==> src/hw/rtl/arle_pkg.sv <==
package arle_pkg;

  // Scanline framing and run-length code constants.
  localparam logic [7:0] MARKER_BYTE   = 8'h02;
  localparam logic [7:0] RUN_THRESHOLD = 8'd128;
  localparam logic [7:0] RUN_MASK      = 8'd127;

  // Configuration register indexes.
  localparam logic CFG_IMAGE_WIDTH  = 1'b0;
  localparam logic CFG_IMAGE_HEIGHT = 1'b1;

  // Last channel plane of a scanline (exponent).
  localparam logic [1:0] LAST_CHANNEL = 2'd3;

  // Decoder phases.
  typedef enum logic [2:0] {
    PH_MARK1  = 3'd0,
    PH_MARK2  = 3'd1,
    PH_LENHI  = 3'd2,
    PH_LENLO  = 3'd3,
    PH_CODE   = 3'd4,
    PH_RUNVAL = 3'd5,
    PH_LIT    = 3'd6,
    PH_DONE   = 3'd7
  } phase_t;

  // Segment status codes.
  typedef enum logic [1:0] {
    ST_OK      = 2'd0,
    ST_MARKER  = 2'd1,
    ST_LENGTH  = 2'd2,
    ST_OVERRUN = 2'd3
  } status_t;

  // One compressed input byte.
  typedef struct packed {
    logic [7:0] data_byte;
    logic       begin_image;
  } in_item_t;

  // One decoded segment.
  typedef struct packed {
    logic [15:0] row_index;
    logic [15:0] start_column;
    logic [1:0]  channel_index;
    logic [7:0]  channel_value;
    logic [6:0]  pixel_count;
    status_t     status;
    logic        image_done;
  } out_item_t;

endpackage

==> src/hw/rtl/adaptive_rle_scanline_decoder_top.sv <==
// A result is registered onto out_valid from the byte that produced it.
// One byte per cycle while in_stall is low; counters update on each accepted byte.
// A skid register holds one result while the output is stalled; in_stall rises
// only while that skid register is occupied.
// Reset (synchronous, rst_n low): decoder waits for the first marker byte, all
// counters and errors clear, image_width and image_height become 1.
module adaptive_rle_scanline_decoder_top (
  input  logic                clk,
  input  logic                rst_n,
  input  logic                in_valid,
  output logic                in_stall,
  input  arle_pkg::in_item_t  in_data,
  output logic                out_valid,
  input  logic                out_stall,
  output arle_pkg::out_item_t out_data,
  input  logic                cfg_we,
  input  logic                cfg_index,
  input  logic [15:0]         cfg_data
);
  import arle_pkg::*;

  // Configuration registers.
  logic [15:0] width_r, height_r;

  // Decoder state.
  phase_t      phase_r, phase_nxt;
  logic [15:0] row_r, row_nxt;
  logic [1:0]  ch_r, ch_nxt;
  logic [15:0] col_r, col_nxt;
  logic [7:0]  rem_r, rem_nxt;
  logic [7:0]  lenhi_r, lenhi_nxt;
  status_t     err_r, err_nxt;
  logic        fin_r, fin_nxt;

  // Output register and skid register.
  logic      out_valid_r, skid_valid_r;
  out_item_t out_r, skid_r;

  // State as seen by this byte, after an optional image restart.
  phase_t      eff_phase;
  logic [15:0] eff_row, eff_col;
  logic [1:0]  eff_ch;
  logic [7:0]  eff_rem, eff_lenhi;
  status_t     eff_err;
  logic        eff_fin;
  logic        blocked;

  logic        in_accept, out_take;
  logic [7:0]  b;
  logic        is_run;
  logic [7:0]  code_count;
  logic [16:0] cols_left;
  logic        overrun;
  logic [7:0]  seg_count, seg_rem;
  logic [16:0] new_col;
  logic        seg_end;
  logic [15:0] row_inc;
  logic        last_row;

  logic      res_valid;
  out_item_t res;

  assign in_accept = in_valid && !in_stall;
  assign out_take  = out_valid_r && !out_stall;
  assign in_stall  = skid_valid_r;
  assign out_valid = out_valid_r;
  assign out_data  = out_r;
  assign b         = in_data.data_byte;

  // Apply begin_image before the byte is decoded.
  assign eff_phase = in_data.begin_image ? PH_MARK1 : phase_r;
  assign eff_row   = in_data.begin_image ? 16'd0 : row_r;
  assign eff_col   = in_data.begin_image ? 16'd0 : col_r;
  assign eff_ch    = in_data.begin_image ? 2'd0 : ch_r;
  assign eff_rem   = in_data.begin_image ? 8'd0 : rem_r;
  assign eff_lenhi = in_data.begin_image ? 8'd0 : lenhi_r;
  assign eff_err   = in_data.begin_image ? ST_OK : err_r;
  assign eff_fin   = in_data.begin_image ? 1'b0 : fin_r;
  assign blocked   = (eff_err != ST_OK) || eff_fin;

  // Code byte decode and the check against the columns left in the plane.
  // A column beyond the width leaves a negative count, which never overruns.
  assign is_run     = b > RUN_THRESHOLD;
  assign code_count = is_run ? (b & RUN_MASK) : b;
  assign cols_left  = {1'b0, width_r} - {1'b0, eff_col};
  assign overrun    = !cols_left[16] && ({9'd0, code_count} > {1'b0, cols_left[15:0]});

  // Segment bookkeeping shared by runs and literal bytes.
  assign seg_count = (eff_phase == PH_RUNVAL) ? eff_rem : 8'd1;
  assign seg_rem   = (eff_phase == PH_RUNVAL) ? 8'd0 : eff_rem - 8'd1;
  assign new_col   = {1'b0, eff_col} + {9'd0, seg_count};
  assign seg_end   = (new_col == {1'b0, width_r}) && (seg_rem == 8'd0);
  assign row_inc   = eff_row + 16'd1;
  assign last_row  = row_inc == height_r;

  // Next state.
  always_comb begin
    phase_nxt = phase_r;
    row_nxt   = row_r;
    ch_nxt    = ch_r;
    col_nxt   = col_r;
    rem_nxt   = rem_r;
    lenhi_nxt = lenhi_r;
    err_nxt   = err_r;
    fin_nxt   = fin_r;
    if (in_accept) begin
      phase_nxt = eff_phase;
      row_nxt   = eff_row;
      ch_nxt    = eff_ch;
      col_nxt   = eff_col;
      rem_nxt   = eff_rem;
      lenhi_nxt = eff_lenhi;
      err_nxt   = eff_err;
      fin_nxt   = eff_fin;
      if (!blocked) begin
        unique case (eff_phase)
          PH_MARK1: begin
            if (b != MARKER_BYTE) err_nxt = ST_MARKER;
            else phase_nxt = PH_MARK2;
          end
          PH_MARK2: begin
            if (b != MARKER_BYTE) err_nxt = ST_MARKER;
            else phase_nxt = PH_LENHI;
          end
          PH_LENHI: begin
            lenhi_nxt = b;
            phase_nxt = PH_LENLO;
          end
          PH_LENLO: begin
            if ({eff_lenhi, b} != width_r) begin
              err_nxt = ST_LENGTH;
            end else begin
              col_nxt   = 16'd0;
              ch_nxt    = 2'd0;
              phase_nxt = PH_CODE;
            end
          end
          PH_CODE: begin
            if (code_count != 8'd0) begin
              if (overrun) begin
                err_nxt = ST_OVERRUN;
              end else begin
                rem_nxt   = code_count;
                phase_nxt = is_run ? PH_RUNVAL : PH_LIT;
              end
            end
          end
          PH_RUNVAL, PH_LIT: begin
            rem_nxt = seg_rem;
            if (seg_rem == 8'd0) phase_nxt = PH_CODE;
            if (seg_end) begin
              col_nxt = 16'd0;
              if (eff_ch == LAST_CHANNEL) begin
                ch_nxt  = 2'd0;
                row_nxt = row_inc;
                if (last_row) begin
                  fin_nxt   = 1'b1;
                  phase_nxt = PH_DONE;
                end else begin
                  phase_nxt = PH_MARK1;
                end
              end else begin
                ch_nxt    = eff_ch + 2'd1;
                phase_nxt = PH_CODE;
              end
            end else begin
              col_nxt = new_col[15:0];
            end
          end
          default: ;
        endcase
      end
    end
  end

  // Result produced by the transferred byte.
  always_comb begin
    res_valid         = 1'b0;
    res.row_index     = eff_row;
    res.start_column  = eff_col;
    res.channel_index = eff_ch;
    res.channel_value = 8'd0;
    res.pixel_count   = 7'd0;
    res.status        = ST_OK;
    res.image_done    = 1'b0;
    if (in_accept && !blocked) begin
      unique case (eff_phase)
        PH_MARK1, PH_MARK2: begin
          if (b != MARKER_BYTE) begin
            res_valid  = 1'b1;
            res.status = ST_MARKER;
          end
        end
        PH_LENLO: begin
          if ({eff_lenhi, b} != width_r) begin
            res_valid  = 1'b1;
            res.status = ST_LENGTH;
          end
        end
        PH_CODE: begin
          if ((code_count != 8'd0) && overrun) begin
            res_valid  = 1'b1;
            res.status = ST_OVERRUN;
          end
        end
        PH_RUNVAL, PH_LIT: begin
          res_valid         = 1'b1;
          res.channel_value = b;
          res.pixel_count   = seg_count[6:0];
          res.image_done    = seg_end && (eff_ch == LAST_CHANNEL) && last_row;
        end
        default: ;
      endcase
    end
  end

  // Configuration writes.
  always_ff @(posedge clk) begin
    if (!rst_n) begin
      width_r  <= 16'd1;
      height_r <= 16'd1;
    end else if (cfg_we) begin
      unique case (cfg_index)
        CFG_IMAGE_WIDTH:  width_r  <= cfg_data;
        CFG_IMAGE_HEIGHT: height_r <= cfg_data;
        default: ;
      endcase
    end
  end

  // Decoder state registers.
  always_ff @(posedge clk) begin
    if (!rst_n) begin
      phase_r <= PH_MARK1;
      row_r   <= 16'd0;
      ch_r    <= 2'd0;
      col_r   <= 16'd0;
      rem_r   <= 8'd0;
      lenhi_r <= 8'd0;
      err_r   <= ST_OK;
      fin_r   <= 1'b0;
    end else begin
      phase_r <= phase_nxt;
      row_r   <= row_nxt;
      ch_r    <= ch_nxt;
      col_r   <= col_nxt;
      rem_r   <= rem_nxt;
      lenhi_r <= lenhi_nxt;
      err_r   <= err_nxt;
      fin_r   <= fin_nxt;
    end
  end

  // Output register with a one-entry skid register behind it.
  always_ff @(posedge clk) begin
    if (!rst_n) begin
      out_valid_r  <= 1'b0;
      skid_valid_r <= 1'b0;
    end else if (!out_valid_r || out_take) begin
      if (skid_valid_r) begin
        out_valid_r  <= 1'b1;
        skid_valid_r <= 1'b0;
      end else begin
        out_valid_r <= res_valid;
      end
    end else if (res_valid) begin
      skid_valid_r <= 1'b1;
    end
  end

  // Output payload registers.
  always_ff @(posedge clk) begin
    if (!out_valid_r || out_take) begin
      out_r <= skid_valid_r ? skid_r : res;
    end else if (res_valid) begin
      skid_r <= res;
    end
  end

`ifndef SYNTHESIS
  // The skid register fills only behind a held output.
  a_skid_behind_out: assert property (@(posedge clk) disable iff (!rst_n)
    skid_valid_r |-> out_valid_r)
    else $error("skid register valid while output register empty");

  // Error results cover no pixels and never end the image.
  a_error_result: assert property (@(posedge clk) disable iff (!rst_n)
    out_valid_r && (out_r.status != ST_OK) |-> (out_r.pixel_count == 7'd0) &&
      !out_r.image_done && (out_r.channel_value == 8'd0))
    else $error("error result carries pixel data");

  // A sticky error suppresses results until the image restarts.
  a_sticky_error: assert property (@(posedge clk) disable iff (!rst_n)
    res_valid && (err_r != ST_OK) |-> in_data.begin_image)
    else $error("result produced after a sticky error");

  // The finished phase is always flagged as finished.
  a_done_phase: assert property (@(posedge clk) disable iff (!rst_n)
    (phase_r == PH_DONE) |-> fin_r)
    else $error("done phase without finished flag");

  // A completed image is followed by the finished flag.
  a_done_sets_fin: assert property (@(posedge clk) disable iff (!rst_n)
    res_valid && res.image_done |=> fin_r)
    else $error("image done without finished flag");
`endif

endmodule

==> config.mk <==
export PLATFORM = sky130hd
export DESIGN_NAME = adaptive_rle_scanline_decoder_top
export DESIGN_NICKNAME = d
export VERILOG_FILES = /design/src/hw/rtl/arle_pkg.sv /design/src/hw/rtl/adaptive_rle_scanline_decoder_top.sv
export SDC_FILE = /design/constraint.sdc
export NUM_CORES = 1
export LEC_CHECK = 0
export CORE_UTILIZATION = 35
export DETAILED_ROUTE_END_ITERATION = 10
export DONT_BUFFER_PORTS = 1
export HOLD_SLACK_MARGIN = 0.03
export SLEW_MARGIN = 25
export SYNTH_ARGS = -nofsm -noshare
export SYNTH_HDL_FRONTEND = slang
export SYNTH_SLANG_ARGS = --single-unit
==> constraint.sdc <==
create_clock -name clk -period 9.99 [get_ports clk]
set_clock_uncertainty 0.2 [all_clocks]
set_input_delay 0.999 -clock clk [delete_from_list [all_inputs] [get_ports clk]]
set_output_delay 0.999 -clock clk [all_outputs]
set_load 0.005 [all_outputs]
; ---- After elaboration in Yosys (flattened, before gate mapping)
; Index checks and enable logic that the tools add are counted.
[word_totals]
regBits = 194
latch_bits = 0
ramBits = 0
rom_bits = 0
in_bits = 31
elab_cells = 139
n_memories = 0
[classes]
addsub = 5
n_mul = 0
div = 0
magnitude_cmp = 2
eq_ne = 11
shift = 0
muxes = 67
n_bitwise = 3
reduce_logical = 25
[ops]
columns = operator, count
row1 = 16-bit 2-to-1 mux, 9
row2 = 8-bit 2-to-1 mux, 10
row3 = 52-bit 2-to-1 mux, 1
row4 = 3-bit 2-to-1 mux, 11
row5 = 16-bit case mux with 2 select lines, 1
row6 = 2-bit 2-to-1 mux, 14
row7 = 18-bit 2-to-1 mux, 1
row8 = 3-bit case mux with 6 select lines, 1
row9 = 16-bit by 8-bit adder with 17-bit output, 1
row10 = 17-bit by 16-bit == test with 1-bit output, 1
row11 = 16-bit by 16-bit subtractor with 17-bit output, 1
row12 = 16-bit by 1-bit adder with 16-bit output (second input constant), 1
row13 = 16-bit == test, 1
row14 = 8-bit by 16-bit greater-than comparator with 1-bit output, 1
row15 = 16-bit != test, 1
row16 = 8-bit case mux with 2 select lines, 1
row17 = 15-bit 2-to-1 mux, 1
row18 = 1-bit 2-to-1 mux, 13
row19 = 2-bit case mux with 3 select lines, 2
row20 = 3-bit == test (second input constant), 3
row21 = 8-bit greater-than comparator (second input constant), 1
row22 = 1-bit logical AND, 8
row23 = 8-bit logical NOT, 1
row24 = 8-bit by 2-bit != test with 1-bit output (second input constant), 1
row25 = 15 further kinds, 27

; ---- Longest topological paths before layout
; Gate-level depths: netlist of the first run.
[logic_depth]
ltp_word = 11
depth_mapped = 23
depth_no_buf = 17

; ---- Worst setup path before layout of the first run
; OpenSTA, ideal clock, no wires.
[synth_timing]
path_kind = input-to-reg
from = input port in_data[0] (netlist name)
to = register skid_r[0] (netlist name), enable pin
setup_time_ps = 462
arrival_ps = 7265
required_time_ps = 9328
setup_slack_ps = 2063
cell_stages = 22
path_cell_list = clkbuf_1 > clkbuf_1 > buf_2 > clkbuf_1 > clkbuf_1 > nor2b_1 > ha_1 > inv_1 > fa_1 > a211oi_1 > o21bai_1 > a21oi_1 > xor2_1 > ha_1 > nand4_1 > o22ai_1 > a2111o_1 > nor4_1 > nand4_1 > o21ai_0 > o21ai_0 > nor2_1
[synth_between]
elab_chain_cells = 9
[synth_lines]
columns = item, line_no
row1 = "start, declared", adaptive_rle_scanline_decoder_top.sv:12  ; input arle_pkg::in_item_t in_data,
row2 = 16-bit 2-to-1 mux *, adaptive_rle_scanline_decoder_top.sv:73  ; assign eff_col = in_data.begin_image ? 16'd0 : col_r;
row3 = named net eff_col[0], adaptive_rle_scanline_decoder_top.sv:41  ; logic [15:0] eff_row, eff_col;
row4 = 16-bit by 16-bit subtractor with 17-bit output *, adaptive_rle_scanline_decoder_top.sv:85  ; assign cols_left = {1'b0, width_r} - {1'b0, eff_col};
row5 = 8-bit by 16-bit greater-than comparator with 1-bit output or 1-bit logical NOT (tied branches), adaptive_rle_scanline_decoder_top.sv:86  ; assign overrun = !cols_left[16] && ({9'd0, code_count} > {1'b0, cols_left[15:0]});
row6 = 1-bit logical AND *, adaptive_rle_scanline_decoder_top.sv:86
row7 = 1-bit logical AND *, adaptive_rle_scanline_decoder_top.sv:201  ; if ((code_count != 8'd0) && overrun) begin
row8 = 1-bit 2-to-1 mux *, adaptive_rle_scanline_decoder_top.sv:201
row9 = 1-bit case mux with 4 select lines *, adaptive_rle_scanline_decoder_top.sv:187  ; unique case (eff_phase)
row10 = 1-bit 2-to-1 mux *, adaptive_rle_scanline_decoder_top.sv:186  ; if (in_accept && !blocked) begin
row11 = 2-bit AND reduction (no line) *, -
row12 = "end signal, assigned", adaptive_rle_scanline_decoder_top.sv:276  ; skid_r <= res;
row13 = "end, declared", adaptive_rle_scanline_decoder_top.sv:37  ; out_item_t out_r, skid_r;
; Mark *: on every way through the listed nets, which the timed path passes. The rest lies on a longest branch.
; A chain may end at the register's enable or synchronous reset.

; ---- Worst setup path in the final report of the first run
[layout_timing]
from = input port in_data[0] (netlist name)
to = register skid_r[50] (netlist name), enable pin
[layout_between]
elab_chain_cells = 9
[layout_lines]
columns = item, line_no
row1 = 16-bit 2-to-1 mux, adaptive_rle_scanline_decoder_top.sv:73
row2 = 16-bit by 16-bit subtractor with 17-bit output, adaptive_rle_scanline_decoder_top.sv:85
row3 = 8-bit by 16-bit greater-than comparator with 1-bit output or 1-bit logical NOT (tied branches), adaptive_rle_scanline_decoder_top.sv:86
row4 = 1-bit logical AND, adaptive_rle_scanline_decoder_top.sv:86
row5 = 1-bit logical AND, adaptive_rle_scanline_decoder_top.sv:201
row6 = 1-bit 2-to-1 mux, adaptive_rle_scanline_decoder_top.sv:201
row7 = 1-bit case mux with 4 select lines, adaptive_rle_scanline_decoder_top.sv:187
row8 = 1-bit 2-to-1 mux *, adaptive_rle_scanline_decoder_top.sv:186
row9 = 2-bit AND reduction (no line) *, -
; Mark *: on every way between the ends. The rest lies on a longest branch, timed or not.

==> summary.txt, run 1 <==
Routing
  • Final WL: 34.8 mm
  • Drt wl/cell: 21.3 um
  • Pre-antenna DRT Iters: 5
  • Via density per instance: 5.93
  • Detailed Route Iter0 Violations: 1217
  • Drt drc: 0
  • Vias: 9708
  • Post-route ant nets: 0

Logic synthesis
  • Yosys cell types: 83
  • Yosys warning total: 0
  • Synth Flop Type: edfxtp_1
  • Register area share after synthesis: 43.3%
  • Net count after synthesis: 1336
  • Yosys reg bits: 194
  • Top cell type's share of synthesized area: between 20% and 30%
  • Dominant cell type by area after synthesis: edfxtp_1
  • Avg Inst Size Synth: 8.96 um^2
  • Ys async rst share: 0%
  • Synthesized area: 11400 um^2
  • Syn Inst Count: between 1k and 1.5k
  • Ranking of synthesized cells by area: edfxtp_1, dfxtp_1, nand2_1
  • Number of synthesized flops with an enable pin: 104
  • Top-count cell post-synth: nand2_1
  • Most frequent cells after synthesis: nand2_1, edfxtp_1, dfxtp_1

Timing
  • Hold Violations, Final: 0
  • F_max: 154 MHz
  • WHS: 0.256 ns
  • Slew Limit Fails: 0
  • Worst setup margin: around 3.5 ns
  • # setup viols final: 0
  • Fin crit period: 6.49 ns
  • TNS Setup: 0 ns
  • Worst-Margin Slew: between 1 and 1.5 ns
  • RSZ-0062 raised after global routing: no
  • Period utilization: ~65%
  • Max transition margin: 30.8%

Setup path
  • Reg2Reg Depth: 18
  • Worst R2R End: skid_r[50]
  • R2R Path Start: col_r[0]
  • Largest fanout on the critical path: 63
  • CP Data Required Time: 9.87 ns
  • Critical Path Source Type: input pin
  • WS Path Type: input pin to flip-flop
  • Worst setup EP type: flip-flop
  • Reg2reg setup slack: 3.74 ns
  • Arr. time, crit path: 6.38 ns

Final layout
  • Reg area: 4930 um^2
  • Layout cells sized above 1: under 10%
  • Area of the multi-input gates: between 6000 and 7000 um^2
  • Diode count: 0
  • Non-filler instance count after layout: 1636
  • Synth-to-Final Area Change: 7.51%
  • Fin area: ~12000 um^2
  • Fin util: 38.5%
  • Fillers: 3193
  • Nets@finish: 1289

CTS
  • Skew-Pair Late Insertion Delay: 0.44 ns
  • Clock-pin transition on the worst setup and hold timing paths: approximately 0.070 ns
  • Clock Tree Buf Depth: 2
  • CTS resizes: 0
  • CTS tree: yes
  • Number of CTS-inserted buffers: 17
  • Sink Count: just under 200
  • Post-CTS Setup Bufs: 0
  • Hold-fix buffers, CTS: 0
  • CTS H-tree depth: 4
  • Root Driver: clkbuf_16

Die
  • Row Count: 65
  • Die Span Y: around 180 um
  • Die Width: 182 um
  • Core area: 31700 um^2
  • Die ar.: 33200 um^2
  • Ports: 85
  • Initial core utilization: 35.8%

Placed design
  • Post-DP HPWL: ~25 mm
  • Placement Cell Area: between 10000 and 15000 um^2
  • Place WS: 3.14 ns
  • Placer's final routability congestion estimate: 0.959
  • IO Port Bufs: 0
  • Placed insts: 1604

Run status
  • Status: finished, final reports clean

GRT
  • Vias in the first global route: 8874
  • Global route overflow: 0
  • Largest net degree at the start of global routing: 64
  • Global Route Usage Sum: a little over a fifth
  • M2 GR Usage: between 30 and 40%
  • Met1 Use GR: 29.1%
  • First-pass GRT wire length: 53.5 mm
  • Initial antenna violation count: 0
  • Met3 GRT Util: 4.43%
  • GRT Max-Usage Layer: met2

Power
  • Leak: around 4.6 nW
  • Power Density: 142 nW/um^2
  • Pwr Total: roughly 1.7 mW
  • Max VDD drop: approximately 0.12 mV

Worst hold path
  • WHS Endpoint: fin_r
  • Hold Path Depth: 2
  • HP Start: fin_r
  • Hold WC Path Type: flip-flop to flip-flop

Flow run
  • Max cap viols: 0
[cell type report]
type | instances | share of cell area [%]
inverter | 39 | 1.27
timing repair buffer | 8 | 0.492
sequential | 194 | 40.3
clock inverter | 10 | 0.594
clock buffer | 22 | 4.01
tap | 402 | 4.12
multi-input combinational | 961 | 49.2
[flip-flops by register name, summed over array words and instances, names as in the netlist]
register and count:
col_r 16, height_r 16, rem_r 8, fin_r 1
phase_r 3, skid_r 52, err_r 2, out_valid 1
row_r 16, in_stall 1, ch_r 2, lenhi_r 8
out_data 52, width_r 16
[per-layer routing]
layer	part of all wire, %	wire (um)
met5	0	0
met4	2.1	723
met3	9.1	3160
met2	45	15600
met1	44	15300
[logic make-up after synthesis]
family          after synthesis  synth area share, %
compound gates              346                 19.7
xor+xnor                     65                 5.07
fa+ha+maj                    37                 4.21
buf+inv                     113                 4.06
flops                       194                 43.3
mux                          32                 3.05
simple gates                481                 20.6
[worst max-delay path by stage]
stage | startpoint | end | slack, ns | cells after the start
global route | in_data[0] | skid_r[50] | 3.06 | 17
global placement | in_data[0] | skid_r[45] | 3.29 | 17
finish | in_data[0] | skid_r[50] | 3.50 | 17
floorplan | in_data[0] | skid_r[0] | 2.06 | 22
detailed placement | in_data[0] | skid_r[47] | 3.14 | 17
CTS | in_data[0] | skid_r[50] | 3.58 | 17
[report_power, final]
part / internal, mW / total [mW] / switching, mW
logic: 0.0654 / 0.178 / 0.113
clock network: 0.353 / 0.670 / 0.317
registers: 0.862 / 0.887 / 0.0245
total: 1.28 / 1.73 / 0.454
[worst max-delay path, stage by stage]
cell	delay, ns
inv_4	0.27
nand2_1	0.20
fa_1	0.49
a211oi_1	0.37
o21bai_1	0.16
a21oi_1	0.19
xor2_1	0.18
ha_1	0.26
nand4_1	0.14
o22ai_1	0.10
a2111o_1	0.34
nor4_1	0.28
nand4_1	0.52
o21ai_0	0.40
o21ai_0	0.25
nor2_4	0.60
buf_4	0.54
[layout by cell type, fill, tap and decap left out, types with 11 or more instances in the layout]
cell,synthesis,routed
mux2i_1,11,11
inv_1,34,35
o21a_1,17,17
ha_1,35,35
a31oi_1,27,27
xnor2_1,37,37
o211ai_1,15,15
or4_1,19,19
mux2_2,21,21
nor2_1,88,87
and2_1,16,16
a21oi_1,89,89
xor2_1,27,27
nand2_1,186,185
nand3_1,36,36
nor2b_1,33,32
nor3_1,18,17
clkbuf_16,0,19
nand4_1,19,19
o21ai_0,78,78
a21o_1,22,22
edfxtp_1,104,104
dfxtp_1,90,89
No activity file was read; power rests on OpenSTA's default activity.
==> inputs of run 2 (changes only) <==
==> constraint.sdc (replaced) <==
create_clock -name clk -period 6.3 [get_ports clk]
set_clock_uncertainty 0.2 [all_clocks]
set_input_delay 0.63 -clock clk [delete_from_list [all_inputs] [get_ports clk]]
set_output_delay 0.63 -clock clk [all_outputs]
set_load 0.005 [all_outputs]
==> run 2 against run 1 <==
  * First-iteration DRC count decreased by 4.6%
  * Global-route usage decreased by 0.14 points
  * Critical path type is now flip-flop to flip-flop
  * Non-clock buffer count increased by 8
  * Count of clock-buffer cells in the layout decreased by 4
  * Via count decreased by 0.14%
==> summary.txt, run 2 (synthesis results as in run 1) <==
Worst hold path
  • Hold WC Path Type: input pin to flip-flop
  • WHS Endpoint: height_r[0]
  • HP Start: rst_n
  • Hold Path Depth: 1

Die
  • Die ar.: 33200 um^2
  • Initial core utilization: 35.8%
  • Die Width: 182 um
  • Core area: 31700 um^2
  • Row Count: 65
  • Die Span Y: 182 um
  • Ports: 85

Power
  • Max VDD drop: around 0.17 mV
  • Power Density: 226 nW/um^2
  • Pwr Total: 2.79 mW
  • Leak: 4.64 nW

CTS
  • Root Driver: clkbuf_16
  • CTS resizes: 0
  • Clock-pin transition on the worst setup and hold timing paths: 0.07 ns
  • Sink Count: 194
  • CTS H-tree depth: 4
  • Post-CTS Setup Bufs: 0
  • Clock Tree Buf Depth: 2
  • Number of CTS-inserted buffers: 17
  • Hold-fix buffers, CTS: 0
  • CTS tree: yes
  • Skew-Pair Late Insertion Delay: 0.45 ns

Setup path
  • Reg2reg setup slack: 0.54 ns
  • Reg2Reg Depth: 13
  • CP Data Required Time: 6.46 ns
  • Slowest CP cell: or3_1
  • Worst R2R End: row_r[3]
  • Largest fanout on the critical path: 26
  • Slowest stage delay, CP: 0.75 ns
  • Critical Path Source Type: flip-flop
  • R2R Path Start: phase_r[0]
  • CP Cell Sequence: and3_1 -> nand2_1 -> ha_1 -> fa_1 -> a211oi_4 -> o21bai_1 -> a32oi_1 -> o221ai_1 -> or4_1 -> or4b_1 -> or3_1 -> or4_1 -> a31oi_1
  • Worst setup EP type: flip-flop
  • Most common cell type on the critical path: or4_1
  • Arr. time, crit path: around 5.9 ns
  • WS Path Type: flip-flop to flip-flop

Final layout
  • Most common library cell in the layout ignoring fill and taps: nand2_1
  • Fin util: a little under 40%
  • Area of the multi-input gates: 6020 um^2
  • Nets@finish: 1297
  • Diode count: 0
  • Most frequent cells in the layout: nand2_1, edfxtp_1, a21oi_1, dfxtp_1, nor2_1
  • Reg area: 4930 um^2
  • Synth-to-Final Area Change: 8.32%
  • Fillers: 3161
  • Layout cells sized above 1: 8.21%
  • Non-filler instance count after layout: ~1.6k

Routing
  • Post-route ant nets: 0
  • Drt wl/cell: 21.0 um
  • Drt drc: 0
  • Top routing layer used: met4
  • M1 WL: between 10 and 15 mm
  • Via density per instance: 5.90
  • Detailed Route Iter0 Violations: approximately 1.2k
  • Met2 WL: 15.7 mm
  • Met3 WL: 2.98 mm
  • Vias: 9694
  • Final WL: 34.6 mm
  • Pre-antenna DRT Iters: 5

Timing
  • Fin crit period: around 5.8 ns
  • Max transition margin: between 20 and 30%
  • TNS Setup: 0 ns
  • Hold Violations, Final: 0
  • # setup viols final: 0
  • Slew Limit Fails: 0
  • RSZ-0062 raised after global routing: no
  • Period utilization: 91.5%
  • Worst-Margin Slew: ~1.0 ns
  • F_max: 174 MHz

Flow run
  • Max cap viols: 0

GRT
  • Global route overflow: 0
  • First-pass GRT wire length: 53.3 mm
  • Vias in the first global route: 9012
  • Global Route Usage Sum: 20.9%
  • Initial antenna violation count: 0
  • Largest net degree at the start of global routing: 64

Placed design
  • Placed insts: 1612
  • Placer's final routability congestion estimate: 0.961
  • IO Port Bufs: 0
  • Post-DP HPWL: 25.1 mm

Run status
  • Status: finished, final reports clean
[run 2: cell types whose count changed in the layout (fill, tap and decap cells not counted), moves of 2 or more]
cell	before	now
inv_4	3	1
clkinv_4	4	1
clkinv_1	0	2
o21ai_1	3	5
clkbuf_1	2	0
o21ai_0	78	76
inv_6	2	7
inv_1	35	33
buf_4	8	16
[run 2: report_power, final]
part           switching (mW)  leakage, nW  internal [mW]  total, mW
sequential             0.0361         1.88           1.37       1.40
combinational           0.179         2.47          0.105      0.283
clock                   0.518        0.288          0.581       1.10
[run 2: through the flow]
stage,worst slack [ns],hold slack [ns],area [um^2]
after floorplan,-0.543,0.236,11400
after global placement,0.671,0.244,11700
after detailed placement,0.557,0.247,11700
after CTS,0.650,0.0511,12300
after global routing,0.383,0.0633,12300
final,0.537,0.0733,12300
[run 2: layout make-up]
class / instances / share of cell area, %
multi-input combinational: 961 / 48.9
inverter: 39 / 1.26
clock inverter: 14 / 1.13
timing repair buffer: 16 / 0.976
sequential: 194 / 40.0
clock buffer: 18 / 3.66
tap: 402 / 4.09
[run 2: how the worst max path moves through the flow]
stage	from	end	depth (start not counted)
global route	phase_r[0]	row_r[3]	13
CTS	phase_r[0]	row_r[3]	13
detailed placement	in_data[0]	row_r[3]	14
finish	phase_r[0]	row_r[3]	13
floorplan	in_data[0]	skid_r[0]	22
global placement	in_data[0]	row_r[14]	14
[run 2: critical path, delay by kind of cell, from the launching register on]
kind / cells / cell delay, ns
and+or+nand+nor: 6 / 2.94
AOI/OAI and AO/OA: 5 / 1.12
adders and majority gates: 2 / 0.74
DFF: 1 / 0.66
[run 2: layer usage]
layer	GRT usage [%]	up-vias
li1	-	4550
met1	27.5	4650
met2	33.1	418
met3	4.97	76
met4	7.83	0
met5	0	-
